File: config.mk
export PLATFORM = sky130hd
export DESIGN_NAME = clock_mode_and_time_setter
export DESIGN_NICKNAME = d
export VERILOG_FILES = /design/src/cmts_pkg.sv /design/src/clock_mode_and_time_setter.sv /design/src/cmts_cfg.sv /design/src/cmts_step.sv
export SDC_FILE = /design/constraint.sdc
export NUM_CORES = 1
export LEC_CHECK = 0
export ABC_CLOCK_PERIOD_IN_PS = 9810
export BUFFER_PORTS_ARGS = -buffer_cell sky130_fd_sc_hd__buf_2
export CAP_MARGIN = 25
export CORE_MARGIN = 10
export CORE_UTILIZATION = 25
export CTS_BUF_LIST = sky130_fd_sc_hd__clkbuf_4
export CTS_CLUSTER_DIAMETER = 100
export CTS_CLUSTER_SIZE = 28
export DETAILED_ROUTE_END_ITERATION = 12
export PLACE_DENSITY = 0.45
export REMOVE_ABC_BUFFERS = 1
export SKIP_LAST_GASP = 1
export SYNTH_ARGS = -nofsm -noshare
export SYNTH_HDL_FRONTEND = slang
export SYNTH_HIERARCHICAL = 1
export SYNTH_SLANG_ARGS = --single-unit
File: constraint.sdc
create_clock -name clk -period 9.81 [get_ports clk]
set_clock_uncertainty 0.2 [all_clocks]
set_input_delay 1.4715 -clock clk [delete_from_list [all_inputs] [get_ports clk]]
set_output_delay 1.4715 -clock clk [all_outputs]
set_load 0.02 [all_outputs]
File: src/cmts_pkg.sv
// ----------------------------------------------------------------------------
// cmts_pkg
// Shared types and codes of the clock mode and time setter: key bytes,
// modes, event codes, register indexes, configuration and state records.
// ----------------------------------------------------------------------------
package cmts_pkg;

    // Received key bytes
    localparam logic [7:0] KEY_UP     = 8'd65;
    localparam logic [7:0] KEY_DOWN   = 8'd66;
    localparam logic [7:0] KEY_RIGHT  = 8'd67;
    localparam logic [7:0] KEY_LEFT   = 8'd68;
    localparam logic [7:0] KEY_SELECT = 8'd13;

    // Request kinds
    localparam logic REQ_TICK = 1'b0;
    localparam logic REQ_KEY  = 1'b1;

    // Event codes
    localparam logic [2:0] EV_NONE      = 3'd0;
    localparam logic [2:0] EV_TIME_SET  = 3'd1;
    localparam logic [2:0] EV_ALARM_SET = 3'd2;
    localparam logic [2:0] EV_MUSIC     = 3'd3;
    localparam logic [2:0] EV_SONG_ONE  = 3'd4;
    localparam logic [2:0] EV_SONG_TWO  = 3'd5;

    // Digit fields
    localparam logic [2:0] FIELD_AMPM = 3'd1;
    localparam logic [2:0] FIELD_HOUR = 3'd2;
    localparam logic [2:0] FIELD_MIN  = 3'd3;
    localparam logic [2:0] FIELD_SEC  = 3'd4;

    // Configuration register indexes
    localparam int CFG_IDX_W = 3;
    localparam int CFG_DATA_W = 16;
    localparam logic [CFG_IDX_W-1:0] CFG_LP_MIN     = 3'd0;
    localparam logic [CFG_IDX_W-1:0] CFG_LP_MAX     = 3'd1;
    localparam logic [CFG_IDX_W-1:0] CFG_LP_REPEATS = 3'd2;
    localparam logic [CFG_IDX_W-1:0] CFG_DC_MIN     = 3'd3;
    localparam logic [CFG_IDX_W-1:0] CFG_DC_MAX     = 3'd4;
    localparam logic [CFG_IDX_W-1:0] CFG_SC_MIN     = 3'd5;
    localparam logic [CFG_IDX_W-1:0] CFG_TPS        = 3'd6;

    typedef enum logic [1:0] {
        MODE_NORMAL    = 2'd0,
        MODE_TIME_SET  = 2'd1,
        MODE_ALARM_SET = 2'd2,
        MODE_MUSIC     = 2'd3
    } mode_t;

    typedef struct packed {
        logic [15:0] lp_min;
        logic [15:0] lp_max;
        logic [7:0]  lp_repeats;
        logic [15:0] dc_min;
        logic [15:0] dc_max;
        logic [15:0] sc_min;
        logic [15:0] tps;
    } cfg_t;

    typedef struct packed {
        mode_t              mode;
        logic [2:0]         field;
        logic signed [7:0]  hour;
        logic signed [7:0]  minute;
        logic signed [7:0]  second;
        logic [3:0]         al_hour;
        logic [5:0]         al_min;
        logic [5:0]         al_sec;
        logic [15:0]        tick_phase;
        logic [31:0]        last_key_ms;
        logic [7:0]         repeat_count;
    } clock_state_t;

endpackage

File: src/clock_mode_and_time_setter.sv
// ----------------------------------------------------------------------------
// clock_mode_and_time_setter
// Time of day, alarm time, mode and digit field driven by tick and key
// requests; every request returns the whole state and an event code.
// ----------------------------------------------------------------------------
//  Channel   Direction  Handshake             Payload
//  in        input      in_valid / in_ready   req_type, key_code, now_ms
//  out       output     out_valid / out_ready mode, field, time, alarm, event
//  cfg       input      cfg_we                cfg_index, cfg_data
//
//  One request per cycle sustained while out_ready stays high; a request
//  passes through the input register, then next-state logic into the state
//  and result registers. While a finished result waits for out_ready, an
//  empty input register still takes one request; then the stall holds both.
//  Reset gives normal mode, am/pm field, zero times and default timings.
// ----------------------------------------------------------------------------
module clock_mode_and_time_setter
    import cmts_pkg::*;
(
    input  logic                  clk,
    input  logic                  rst_n,
    input  logic                  in_valid,
    output logic                  in_ready,
    input  logic                  req_type,
    input  logic [7:0]            key_code,
    input  logic [31:0]           now_ms,
    output logic                  out_valid,
    input  logic                  out_ready,
    output logic [1:0]            op_mode,
    output logic [2:0]            field_select,
    output logic signed [7:0]     hours,
    output logic signed [7:0]     minutes,
    output logic signed [7:0]     seconds,
    output logic [3:0]            alarm_hours,
    output logic [5:0]            alarm_minutes,
    output logic [5:0]            alarm_seconds,
    output logic [2:0]            event_code,
    input  logic                  cfg_we,
    input  logic [CFG_IDX_W-1:0]  cfg_index,
    input  logic [CFG_DATA_W-1:0] cfg_data
);

    cfg_t         cfg;
    clock_state_t state_reg;
    clock_state_t state_next;
    logic [2:0]   ev_next;

    logic         in_valid_reg;
    logic         req_type_reg;
    logic [7:0]   key_code_reg;
    logic [31:0]  now_ms_reg;

    logic         out_valid_reg;
    clock_state_t res_reg;
    logic [2:0]   ev_reg;
    logic         fire;

    cmts_cfg u_cfg (
        .clk       (clk),
        .rst_n     (rst_n),
        .cfg_we    (cfg_we),
        .cfg_index (cfg_index),
        .cfg_data  (cfg_data),
        .cfg       (cfg)
    );

    cmts_step u_step (
        .cur        (state_reg),
        .cfg        (cfg),
        .req_type   (req_type_reg),
        .key_code   (key_code_reg),
        .now_ms     (now_ms_reg),
        .nxt        (state_next),
        .event_code (ev_next)
    );

    // Process the held request when the result slot is free or draining
    assign fire     = in_valid_reg && (!out_valid_reg || out_ready);
    assign in_ready = !in_valid_reg || fire;

    // Capture requests
    always_ff @(posedge clk or negedge rst_n)
    begin
        if (!rst_n)
            in_valid_reg <= 1'b0;
        else if (in_ready)
            in_valid_reg <= in_valid;
    end

    always_ff @(posedge clk)
    begin
        if (in_valid && in_ready)
        begin
            req_type_reg <= req_type;
            key_code_reg <= key_code;
            now_ms_reg   <= now_ms;
        end
    end

    // Advance the clock state
    always_ff @(posedge clk or negedge rst_n)
    begin
        if (!rst_n)
        begin
            state_reg <= '{mode: MODE_NORMAL, field: FIELD_AMPM, default: '0};
            out_valid_reg <= 1'b0;
        end
        else
        begin
            if (fire)
            begin
                state_reg     <= state_next;
                out_valid_reg <= 1'b1;
            end
            else if (out_ready)
                out_valid_reg <= 1'b0;
        end
    end

    // Load the result
    always_ff @(posedge clk)
    begin
        if (fire)
        begin
            res_reg <= state_next;
            ev_reg  <= ev_next;
        end
    end

    assign out_valid     = out_valid_reg;
    assign op_mode       = res_reg.mode;
    assign field_select  = res_reg.field;
    assign hours         = res_reg.hour;
    assign minutes       = res_reg.minute;
    assign seconds       = res_reg.second;
    assign alarm_hours   = res_reg.al_hour;
    assign alarm_minutes = res_reg.al_min;
    assign alarm_seconds = res_reg.al_sec;
    assign event_code    = ev_reg;

    // Field stays within am/pm .. seconds
    a_field_range: assert property (@(posedge clk) disable iff (!rst_n)
        (state_reg.field >= FIELD_AMPM) && (state_reg.field <= FIELD_SEC))
        else $error("field select left its range");

    // Alarm values stay clamped
    a_alarm_range: assert property (@(posedge clk) disable iff (!rst_n)
        (state_reg.al_hour <= 4'd12) && (state_reg.al_min <= 6'd60)
        && (state_reg.al_sec <= 6'd60))
        else $error("alarm value out of clamp range");

    // A processed request always yields a result
    a_fire_result: assert property (@(posedge clk) disable iff (!rst_n)
        fire |=> out_valid_reg)
        else $error("processed request produced no result");

    // Alarm-entry event reports alarm setting mode
    a_alarm_event: assert property (@(posedge clk) disable iff (!rst_n)
        (out_valid_reg && ev_reg == EV_ALARM_SET) |-> (res_reg.mode == MODE_ALARM_SET))
        else $error("alarm event without alarm setting mode");

endmodule

File: src/cmts_cfg.sv
// ----------------------------------------------------------------------------
// cmts_cfg
// Configuration register file: timing windows, repeat count and tick rate.
// ----------------------------------------------------------------------------
module cmts_cfg
    import cmts_pkg::*;
(
    input  logic                  clk,
    input  logic                  rst_n,
    input  logic                  cfg_we,
    input  logic [CFG_IDX_W-1:0]  cfg_index,
    input  logic [CFG_DATA_W-1:0] cfg_data,
    output cfg_t                  cfg
);

    cfg_t cfg_reg;

    // Write the addressed register; hold the rest
    always_ff @(posedge clk or negedge rst_n)
    begin
        if (!rst_n)
        begin
            cfg_reg.lp_min     <= 16'd20;
            cfg_reg.lp_max     <= 16'd50;
            cfg_reg.lp_repeats <= 8'd30;
            cfg_reg.dc_min     <= 16'd100;
            cfg_reg.dc_max     <= 16'd200;
            cfg_reg.sc_min     <= 16'd500;
            cfg_reg.tps        <= 16'd100;
        end
        else if (cfg_we)
        begin
            case (cfg_index)
                CFG_LP_MIN:     cfg_reg.lp_min     <= cfg_data;
                CFG_LP_MAX:     cfg_reg.lp_max     <= cfg_data;
                CFG_LP_REPEATS: cfg_reg.lp_repeats <= cfg_data[7:0];
                CFG_DC_MIN:     cfg_reg.dc_min     <= cfg_data;
                CFG_DC_MAX:     cfg_reg.dc_max     <= cfg_data;
                CFG_SC_MIN:     cfg_reg.sc_min     <= cfg_data;
                CFG_TPS:        cfg_reg.tps        <= cfg_data;
                default:        ;
            endcase
        end
    end

    assign cfg = cfg_reg;

endmodule

File: src/cmts_step.sv
// ----------------------------------------------------------------------------
// cmts_step
// Next-state logic for one request: tick handling with seconds advance, and
// key handling with select timing, field moves and value adjustment.
// ----------------------------------------------------------------------------
module cmts_step
    import cmts_pkg::*;
(
    input  clock_state_t cur,
    input  cfg_t         cfg,
    input  logic         req_type,
    input  logic [7:0]   key_code,
    input  logic [31:0]  now_ms,
    output clock_state_t nxt,
    output logic [2:0]   event_code
);

    function automatic logic signed [7:0] sat8(input logic signed [9:0] v);
        logic signed [7:0] r;
        if (v > 10'sd127)
            r = 8'sh7F;
        else if (v < -10'sd128)
            r = 8'sh80;
        else
            r = v[7:0];
        return r;
    endfunction

    function automatic logic [5:0] alarm_clamp(input logic signed [9:0] v,
                                               input logic signed [9:0] hi);
        logic [5:0] r;
        if (v > hi || v <= 10'sd0)
            r = 6'd0;
        else
            r = v[5:0];
        return r;
    endfunction

    // Key interval and timing windows
    logic [31:0] gap;
    logic        lp_hit;
    logic        dc_hit;
    logic        slow;
    logic [7:0]  rc_inc;

    assign gap    = now_ms - cur.last_key_ms;
    assign lp_hit = (gap >= {16'd0, cfg.lp_min}) && (gap <= {16'd0, cfg.lp_max});
    assign dc_hit = (gap >= {16'd0, cfg.dc_min}) && (gap <= {16'd0, cfg.dc_max});
    assign slow   = (gap >= {16'd0, cfg.sc_min});
    assign rc_inc = (cur.repeat_count == 8'hFF) ? cur.repeat_count
                                                : cur.repeat_count + 8'd1;

    // Seconds advance with normalization
    logic [15:0]       tps_eff;
    logic signed [8:0] s_inc;
    logic signed [8:0] m_base;
    logic signed [8:0] h_base;
    logic              s_wrap;
    logic              m_wrap;
    logic signed [7:0] sec_adv;
    logic signed [7:0] min_adv;
    logic signed [7:0] hour_adv;

    assign tps_eff = (cfg.tps == 16'd0) ? 16'd1 : cfg.tps;
    assign s_inc   = {cur.second[7], cur.second} + 9'sd1;
    assign s_wrap  = (s_inc >= 9'sd60);
    assign m_base  = {cur.minute[7], cur.minute} + (s_wrap ? 9'sd1 : 9'sd0);
    assign m_wrap  = (m_base >= 9'sd60);
    assign h_base  = {cur.hour[7], cur.hour} + (m_wrap ? 9'sd1 : 9'sd0);
    assign sec_adv = (s_wrap || s_inc < 9'sd0) ? 8'sd0 : s_inc[7:0];
    assign min_adv = (m_wrap || m_base < 9'sd0) ? 8'sd0 : m_base[7:0];
    assign hour_adv = (h_base >= 9'sd24 || h_base < 9'sd0) ? 8'sd0 : h_base[7:0];

    // Adjust amounts: twelve hours in the am/pm field, else one
    logic              is_up;
    logic signed [9:0] step;
    logic signed [9:0] hour_sum;
    logic signed [9:0] min_sum;
    logic signed [9:0] sec_sum;
    logic signed [9:0] al_hour_sum;
    logic signed [9:0] al_min_sum;
    logic signed [9:0] al_sec_sum;

    assign is_up = (key_code == KEY_UP);
    always_comb
    begin
        if (cur.field == FIELD_AMPM)
            step = is_up ? 10'sd12 : -10'sd12;
        else
            step = is_up ? 10'sd1 : -10'sd1;
    end
    assign hour_sum    = {{2{cur.hour[7]}}, cur.hour} + step;
    assign min_sum     = {{2{cur.minute[7]}}, cur.minute} + step;
    assign sec_sum     = {{2{cur.second[7]}}, cur.second} + step;
    assign al_hour_sum = {6'd0, cur.al_hour} + step;
    assign al_min_sum  = {4'd0, cur.al_min} + step;
    assign al_sec_sum  = {4'd0, cur.al_sec} + step;

    // Field moves, cyclic through 1..4
    logic [2:0] field_right;
    logic [2:0] field_left;

    assign field_right = (cur.field >= FIELD_SEC || cur.field == 3'd0) ? FIELD_AMPM
                                                                      : cur.field + 3'd1;
    assign field_left  = (cur.field <= FIELD_AMPM || cur.field > FIELD_SEC) ? FIELD_SEC
                                                                           : cur.field - 3'd1;

    // Apply the request
    logic [7:0] rc_mid;

    always_comb
    begin
        nxt        = cur;
        event_code = EV_NONE;
        rc_mid     = cur.repeat_count;
        if (req_type == REQ_TICK)
        begin
            if (cur.tick_phase == 16'd0)
            begin
                nxt.second = sec_adv;
                nxt.minute = min_adv;
                nxt.hour   = hour_adv;
            end
            nxt.tick_phase = (cur.tick_phase >= tps_eff - 16'd1) ? 16'd0
                                                                 : cur.tick_phase + 16'd1;
        end
        else
        begin
            nxt.last_key_ms = now_ms;
            if (key_code == KEY_SELECT)
            begin
                case (cur.mode)
                    MODE_NORMAL:
                    begin
                        if (lp_hit)
                            rc_mid = rc_inc;
                        else if (slow)
                        begin
                            nxt.mode   = MODE_TIME_SET;
                            rc_mid     = 8'd0;
                            event_code = EV_TIME_SET;
                        end
                        nxt.repeat_count = rc_mid;
                        if (rc_mid >= cfg.lp_repeats)
                        begin
                            nxt.mode         = MODE_ALARM_SET;
                            nxt.repeat_count = 8'd0;
                            event_code       = EV_ALARM_SET;
                        end
                    end
                    MODE_TIME_SET:
                    begin
                        if (slow)
                        begin
                            nxt.field = FIELD_AMPM;
                            nxt.mode  = MODE_NORMAL;
                        end
                        else if (dc_hit)
                        begin
                            nxt.mode         = MODE_MUSIC;
                            nxt.repeat_count = 8'd0;
                            event_code       = EV_MUSIC;
                        end
                    end
                    MODE_ALARM_SET:
                    begin
                        if (slow)
                        begin
                            nxt.field = FIELD_AMPM;
                            nxt.mode  = MODE_NORMAL;
                        end
                    end
                    default:
                    begin
                        if (slow)
                            nxt.mode = MODE_NORMAL;
                    end
                endcase
            end
            else if (key_code == KEY_UP || key_code == KEY_DOWN)
            begin
                if (cur.mode == MODE_TIME_SET)
                begin
                    case (cur.field)
                        FIELD_AMPM, FIELD_HOUR: nxt.hour   = sat8(hour_sum);
                        FIELD_MIN:              nxt.minute = sat8(min_sum);
                        FIELD_SEC:              nxt.second = sat8(sec_sum);
                        default:                ;
                    endcase
                end
                else if (cur.mode == MODE_ALARM_SET)
                begin
                    case (cur.field)
                        FIELD_AMPM, FIELD_HOUR:
                            nxt.al_hour = 4'(alarm_clamp(al_hour_sum, 10'sd12));
                        FIELD_MIN: nxt.al_min = alarm_clamp(al_min_sum, 10'sd60);
                        FIELD_SEC: nxt.al_sec = alarm_clamp(al_sec_sum, 10'sd60);
                        default:   ;
                    endcase
                end
                else if (cur.mode == MODE_MUSIC)
                    event_code = is_up ? EV_SONG_ONE : EV_SONG_TWO;
            end
            else if (key_code == KEY_RIGHT || key_code == KEY_LEFT)
            begin
                if (cur.mode == MODE_TIME_SET || cur.mode == MODE_ALARM_SET)
                    nxt.field = (key_code == KEY_RIGHT) ? field_right : field_left;
            end
        end
    end

endmodule

# [After elaboration in Yosys (flattened, before gate mapping)]
# Index checks and enable logic that the tools add are counted.
[totals] register_bits=296 in_bits=65 output_inout_bits=50 wordCells=210
[classes] add_sub_neg=15 order_cmp=28 eq_ne=21 muxes=76 n_bitwise=1 reduce_logical=37
[ops] op="$mux 8" n=21
[ops] op="$ge 32x16->1" n=3
[ops] op="$mux 16" n=5
[ops] op="$mux 40" n=2
[ops] op="$mux 24" n=3
[ops] op="$le 32x16->1" n=2
[ops] op="$mux 3" n=15
[ops] op="$eq 8x7->1 const B" n=4
[ops] op="$logic_not 16->1" n=2
[ops] op="$sub 32x32->32" n=1
[ops] op="$add 10x10->10" n=3
[ops] op="$gt 10x8->1 const B" n=3
[ops] op="$le 10x1->1 const B" n=3
[ops] op="$lt 10x8->1 const B" n=3
[ops] op="$mux 10" n=3
[ops] op="$lt 9x1->1 const B" n=3
[ops] op="$mux 6" n=4
[ops] op="$add 6x10->10" n=2
[ops] op="$gt 10x7->1 const B" n=2
[ops] op="$add 9x9->9" n=2
[ops] op="$ge 9x7->1 const B" n=2
[ops] op="$mux 2" n=9
[ops] op="$reduce_and 2->1" n=9
[ops] op="$add 16x1->16 const B" n=1
[ops] op="37 further kinds" n=71

# [Longest topological paths before layout]
[logic_depth] ltp_word=13 depth_mapped=33 mapped_depth_nobuf=32

# [Hierarchy]
# The synthesis kept the hierarchy.
[modules_own_cells] module="cmts_step" n_inst=1 cells_per_inst=1494 area_per_inst_um2=9975.8 seq_area_each_um2=0.0
[modules_own_cells] module="clock_mode_and_time_setter" n_inst=1 cells_per_inst=311 area_per_inst_um2=6925.4 seq_area_each_um2=5251.3
[modules_own_cells] module="cmts_cfg" n_inst=1 cells_per_inst=228 area_per_inst_um2=4051.4 seq_area_each_um2=2632.5

# [Worst setup path after synthesis]
# Ideal clock, no wire load.
[synth_timing] kind="reg2reg" start="reg now_ms_reg[4]" end="reg state_reg[6] (netlist name)" arrival_ps=6576 t_required_ps=9546 slack_ps=2969 stages_incl_launch_ff=32 path_buffers=0 period_less_slack_ps=6841 cell_sequence="edfxtp_1 -> ha_1 -> a21o_1 -> a31o_2 -> o211ai_4 -> o21ai_4 -> a21o_1 -> a21oi_1 -> xnor2_1 -> ha_1 -> and4_1 -> nand4_1 -> a2111oi_0 -> a211oi_1 -> a22oi_1 -> o21a_1 -> nand3_1 -> nor4_4 -> xnor2_1 -> nand2_1 -> ha_1 -> nand2b_1 -> a21o_1 -> a21o_1 -> a21o_1 -> a21o_1 -> a2111oi_0 -> o2111ai_1 -> nor4_4 -> a21oi_1 -> a21oi_1 -> mux2_2"
[synth_via] elab_chain_len=10 elab_cells_between_ends=19 classes_between="1 x add/sub; 6 x order compare; 2 x eq/ne; 7 x mux; 3 x reduce/logical"
[synth_lines] element="start: declaration" line_no="clock_mode_and_time_setter.sv:51" source="logic [31:0] now_ms_reg;"
[synth_lines] element="start signal: assignment" line_no="clock_mode_and_time_setter.sv:96" source="now_ms_reg <= now_ms;"
[synth_lines] element="$sub 32x32->32 *" line_no="cmts_step.sv:46" source="assign gap = now_ms - cur.last_key_ms;"
[synth_lines] element="$ge 32x16->1 (tied with other cells)" line_no="cmts_step.sv:49" source="assign slow = (gap >= {16'd0, cfg.sc_min});"
[synth_lines] element="$mux 8 or $logic_and 1x1->1 (tied branches)" line_no="cmts_step.sv:137, cmts_step.sv:47"
[synth_lines] element="$mux 8" line_no="cmts_step.sv:135" source="if (lp_hit)"
[synth_lines] element="$mux 8" line_no="cmts_step.sv:132" source="case (cur.mode)"
[synth_lines] element="$mux 8" line_no="cmts_step.sv:130" source="if (key_code == KEY_SELECT)"
[synth_lines] element="$mux 8" line_no="cmts_step.sv:116" source="if (req_type == REQ_TICK)"
[synth_lines] element="$ge 8x8->1" line_no="cmts_step.sv:144" source="if (rc_mid >= cfg.lp_repeats)"
[synth_lines] element="$mux 8" line_no="cmts_step.sv:144"
[synth_lines] element="$pmux 8 s2" line_no="cmts_step.sv:132"
[synth_lines] element="end signal: assignment" line_no="clock_mode_and_time_setter.sv:112" source="state_reg <= state_next;"
[synth_lines] element="end: declaration" line_no="clock_mode_and_time_setter.sv:44" source="clock_state_t state_reg;"
# Mark *: on every way between the ends. The rest lies on a longest branch, timed or not. The select of a mux whose other input is x is not followed.
# A chain may end at the register's enable or synchronous reset.

==> summary.txt <==
Outcome
  • Outcome: finished clean

Layout
  • Total area of multi-input combinational cells: 0.01194 sq mm
  • Final net count: 2404
  • Core Util, Final: 27.56%
  • Highest-count cells in the layout ignoring fill and taps: sky130_fd_sc_hd__ha_1, sky130_fd_sc_hd__dfrtp_1, sky130_fd_sc_hd__inv_1
  • Filler Cell Count: 8749
  • Max FFs per register: approximately 100
  • Area growth from synthesis to final layout: 9.716%
  • Fraction of final layout cells with drive strength greater than 1: a little over a fifth
  • Sequential cell area: 0.007884 sq mm
  • Most frequent standard cell in the layout excluding fill and tap cells: sky130_fd_sc_hd__ha_1

Setup path
  • Critical path's most frequent cell: sky130_fd_sc_hd__a21o_1
  • Crit path capture type: register
  • Register-to-register setup slack: 1.56 ns
  • Cell at the slowest stage of the critical path: sky130_fd_sc_hd__a2111oi_0
  • Critical-path maximum fanout: 7
  • Sort of element at the start of the critical path: register
  • Critical path class: reg2reg
  • Arrival time at the worst endpoint: ~8.8 ns
  • Slowest Stage Delay on Critical Path: 0.57 ns
  • Data required time at the worst endpoint: 10.40 ns

GRT
  • Via count of the first global-routing pass: approximately 16000
  • Met2 Use GR: around 21%
  • Largest net degree at the start of global routing: 95
  • Met1 demand-to-capacity share in global routing: about 16%
  • Met3 GRT Util: 1.404%
  • First-pass GRT wire length: 91670 um
  • Overall overflow remaining after global route: 0
  • All-Layer GR Usage: 11.87%
  • Number of antenna violations at the first check in global routing: 6
  • Most Crowded Layer GR: met2

CTS
  • Clock-pin transition on the worst setup and hold timing paths: 0.21 ns
  • Number of buffers created by CTS: 21
  • Post-cts resize count: 0
  • Number of setup buffers added after CTS: 0
  • CTS sink count: 296
  • Root buffer selected by CTS: sky130_fd_sc_hd__clkbuf_4
  • H-tree Lvls: 1
  • Worst-case clock buffer depth: 3
  • CTS tree: built
  • Post-CTS Hold Fix Bufs: 0
  • Clock latency at the later pin of the worst-skew pair: between 0.8 and 0.9 ns

Power
  • PD cells: just over 200 mW/mm^2
  • IR drop worst, VDD: 0.09708 mV
  • Leak Pwr: 10.37 nW
  • Final total power: 0.004690 W

Synth
  • Share of the synthesized area in compound gates (AO/OA/AOI/OAI): approximately 14%
  • Count of unique library cells instantiated by Yosys: 100
  • Simple-gate share of the synthesized area: 13.59%
  • Synth Warn #: 6
  • Synthesized area divided by synthesized cell count: 10.31 sq um
  • Part of the Yosys area used for sequential elements: between 30% and 40%
  • Cell area after synthesis: 0.02095 sq mm
  • Gate count after technology mapping: around 2000
  • Multiplexer share of the synthesized area: 13.14%
  • Largest family of logic cells by synthesized area: compound AO/OA/AOI/OAI gates
  • Number of flip-flops and latches in the synthesized netlist: about 300
  • Commonest register cell after synthesis: sky130_fd_sc_hd__dfrtp_1
  • Share of flip-flops with an asynchronous set or reset: 69.93%
  • Count of flip-flops with a built-in enable after synthesis: 89
  • Xor/xnor share of the synthesized area: 2.926%
  • Fraction of the mapped netlist area in adder cells: 12.79%

Timing
  • Transition time of the tightest slew-check pin: ~1.0 ns
  • Final-report max-slew violation count: 0
  • Period utilisation layout: a little over four fifths
  • Peak Freq: 121.2 MHz
  • Final Hold Fails: 0
  • Worst slew margin relative to its limit: between 30% and 40%
  • Final setup TNS: 0 ns
  • Total setup violations reported at the end of the flow: 0
  • RSZ-0062 raised after global routing: false
  • Worst Hold Slack: about 0.33 ns
  • Time the worst path needs with I/O delays and setup: a little over 8 ns

Placed design
  • # port buffers: ~110
  • Routability Congestion: 0.8289
  • DPL Wire Length: roughly 44000 um

Detailed routing
  • Via density per instance: 4.805
  • Drt drc: 0
  • Count of routing violations after the opening detailed-route iteration: 771
  • Final routed wirelength across all metal layers: 58080 um
  • Count of vias placed by the detailed router: 15495
  • Wirelength per Cell: 18.01 um
  • Detailed-router iteration count before antenna repair: 5
  • Detail Route Antenna Nets: 0

Floorplanning
  • Height of the chip: 309.5 um
  • Initial cell density of the core: 25.12%
  • Number of placement rows: 106
  • Die Footprint: roughly 0.096 sq mm
  • Die W: between 300 and 400 um
  • IO Count: 115
  • Core region area: between 0.08 and 0.09 sq mm

Job
  • Maxcap violations: 0

Worst hold path
  • Min-Delay Path Class: reg2reg
==> layout make-up <==
class / count / area share (%)
multi-input combinational: 1497 / 51.95
sequential: 296 / 34.29
tap: 1080 / 5.878
timing repair buffer: 131 / 3.189
inverter: 182 / 2.972
clock inverter: 14 / 0.9470
clock buffer: 23 / 0.7511
antenna: 2 / 0.02177
==> logic make-up (layout without fill, tap and decap cells) <==
family	after synthesis	after routing
mux	215	215
simple gates	536	536
other cells	0	2
buf+inv	240	350
flops	296	296
compound gates	466	466
fa+ha+maj	210	210
xor+xnor	70	70
==> metrics by stage <==
stage / worst slack [ns] / cells / cell area, sq um
3_5_place_dp: 1.602 / 3185 / 22590
3_3_place_gp: 1.823 / 3182 / 22540
5_1_grt: 0.6343 / 3224 / 22990
6_report: 1.560 / 3225 / 22990
4_1_cts: 1.539 / 3222 / 22980
2_1_floorplan: 2.960 / 1975 / 20460
==> path summary, 6_finish.rpt <==
kind                                        endpoint  depth (start not counted)                       from
setup reg to reg           state_reg[99]$_DFFE_PN0P_                         31    now_ms_reg[8]$_DFFE_PP_
setup / recovery           state_reg[99]$_DFFE_PN0P_                         31    now_ms_reg[8]$_DFFE_PP_
max in group asynchronous   state_reg[5]$_DFFE_PN0P_                          3                      rst_n
min in group asynchronous  state_reg[53]$_DFFE_PN0P_                          1                      rst_n
hold / removal             u_cfg/cfg[46]$_DFFE_PN0P_                          1  u_cfg/cfg[46]$_DFFE_PN0P_
hold reg to reg            u_cfg/cfg[46]$_DFFE_PN0P_                          1  u_cfg/cfg[46]$_DFFE_PN0P_
==> layer usage <==
layer,vias to the layer above,share of wire (%)
met5,-,0.022
met4,2,1.9
met3,53,3.0
met2,233,48
met1,7622,47
li1,7585,-
==> cell usage after synthesis (all sizes together), types with 11 or more instances <==
cell type  number  area, sq um
buf            37        400.4
dfstp          25        656.9
or4            11        93.84
edfxtp         89         2673
inv           182        683.2
a21o           53        397.9
o21ai         136        691.9
a211oi         14        110.1
nand2         166        643.1
xnor2          46        402.9
nand2b         23        151.4
and2           11        68.82
nor2b          23        151.4
and3           27        170.2
clkbuf         21        90.08
nand3          39        195.2
a21oi         122        655.6
nand4          38        237.7
ha            203         2540
a31oi          22        137.6
dfrtp         182         4554
nor3           33        180.2
nor2           95        356.6
xor2           24        210.2
nor4           20        161.4
o21a           11        85.08
o21bai         17        127.6
mux2          210         2703
==> report_power, final <==
part | internal (W) | total, W | switching (W)
combinational | 0.000976 | 0.00236 | 0.00139
sequential | 0.00148 | 0.00162 | 0.000144
clock | 0.000195 | 0.000701 | 0.000507
==> worst max-delay path, delay by kind of cell (launching register included) <==
| family | cells | cell delay (ns) |
|---|---|---|
| XOR/XNOR | 2 | 0.40 |
| adder cells (fa/ha/maj) | 3 | 1.03 |
| AO/OA/AOI/OAI | 15 | 3.76 |
| AND/OR/NAND/NOR | 10 | 2.22 |
| flip-flops | 1 | 0.44 |
| multiplexers | 1 | 0.17 |
Power figures use the tool's default switching activity.
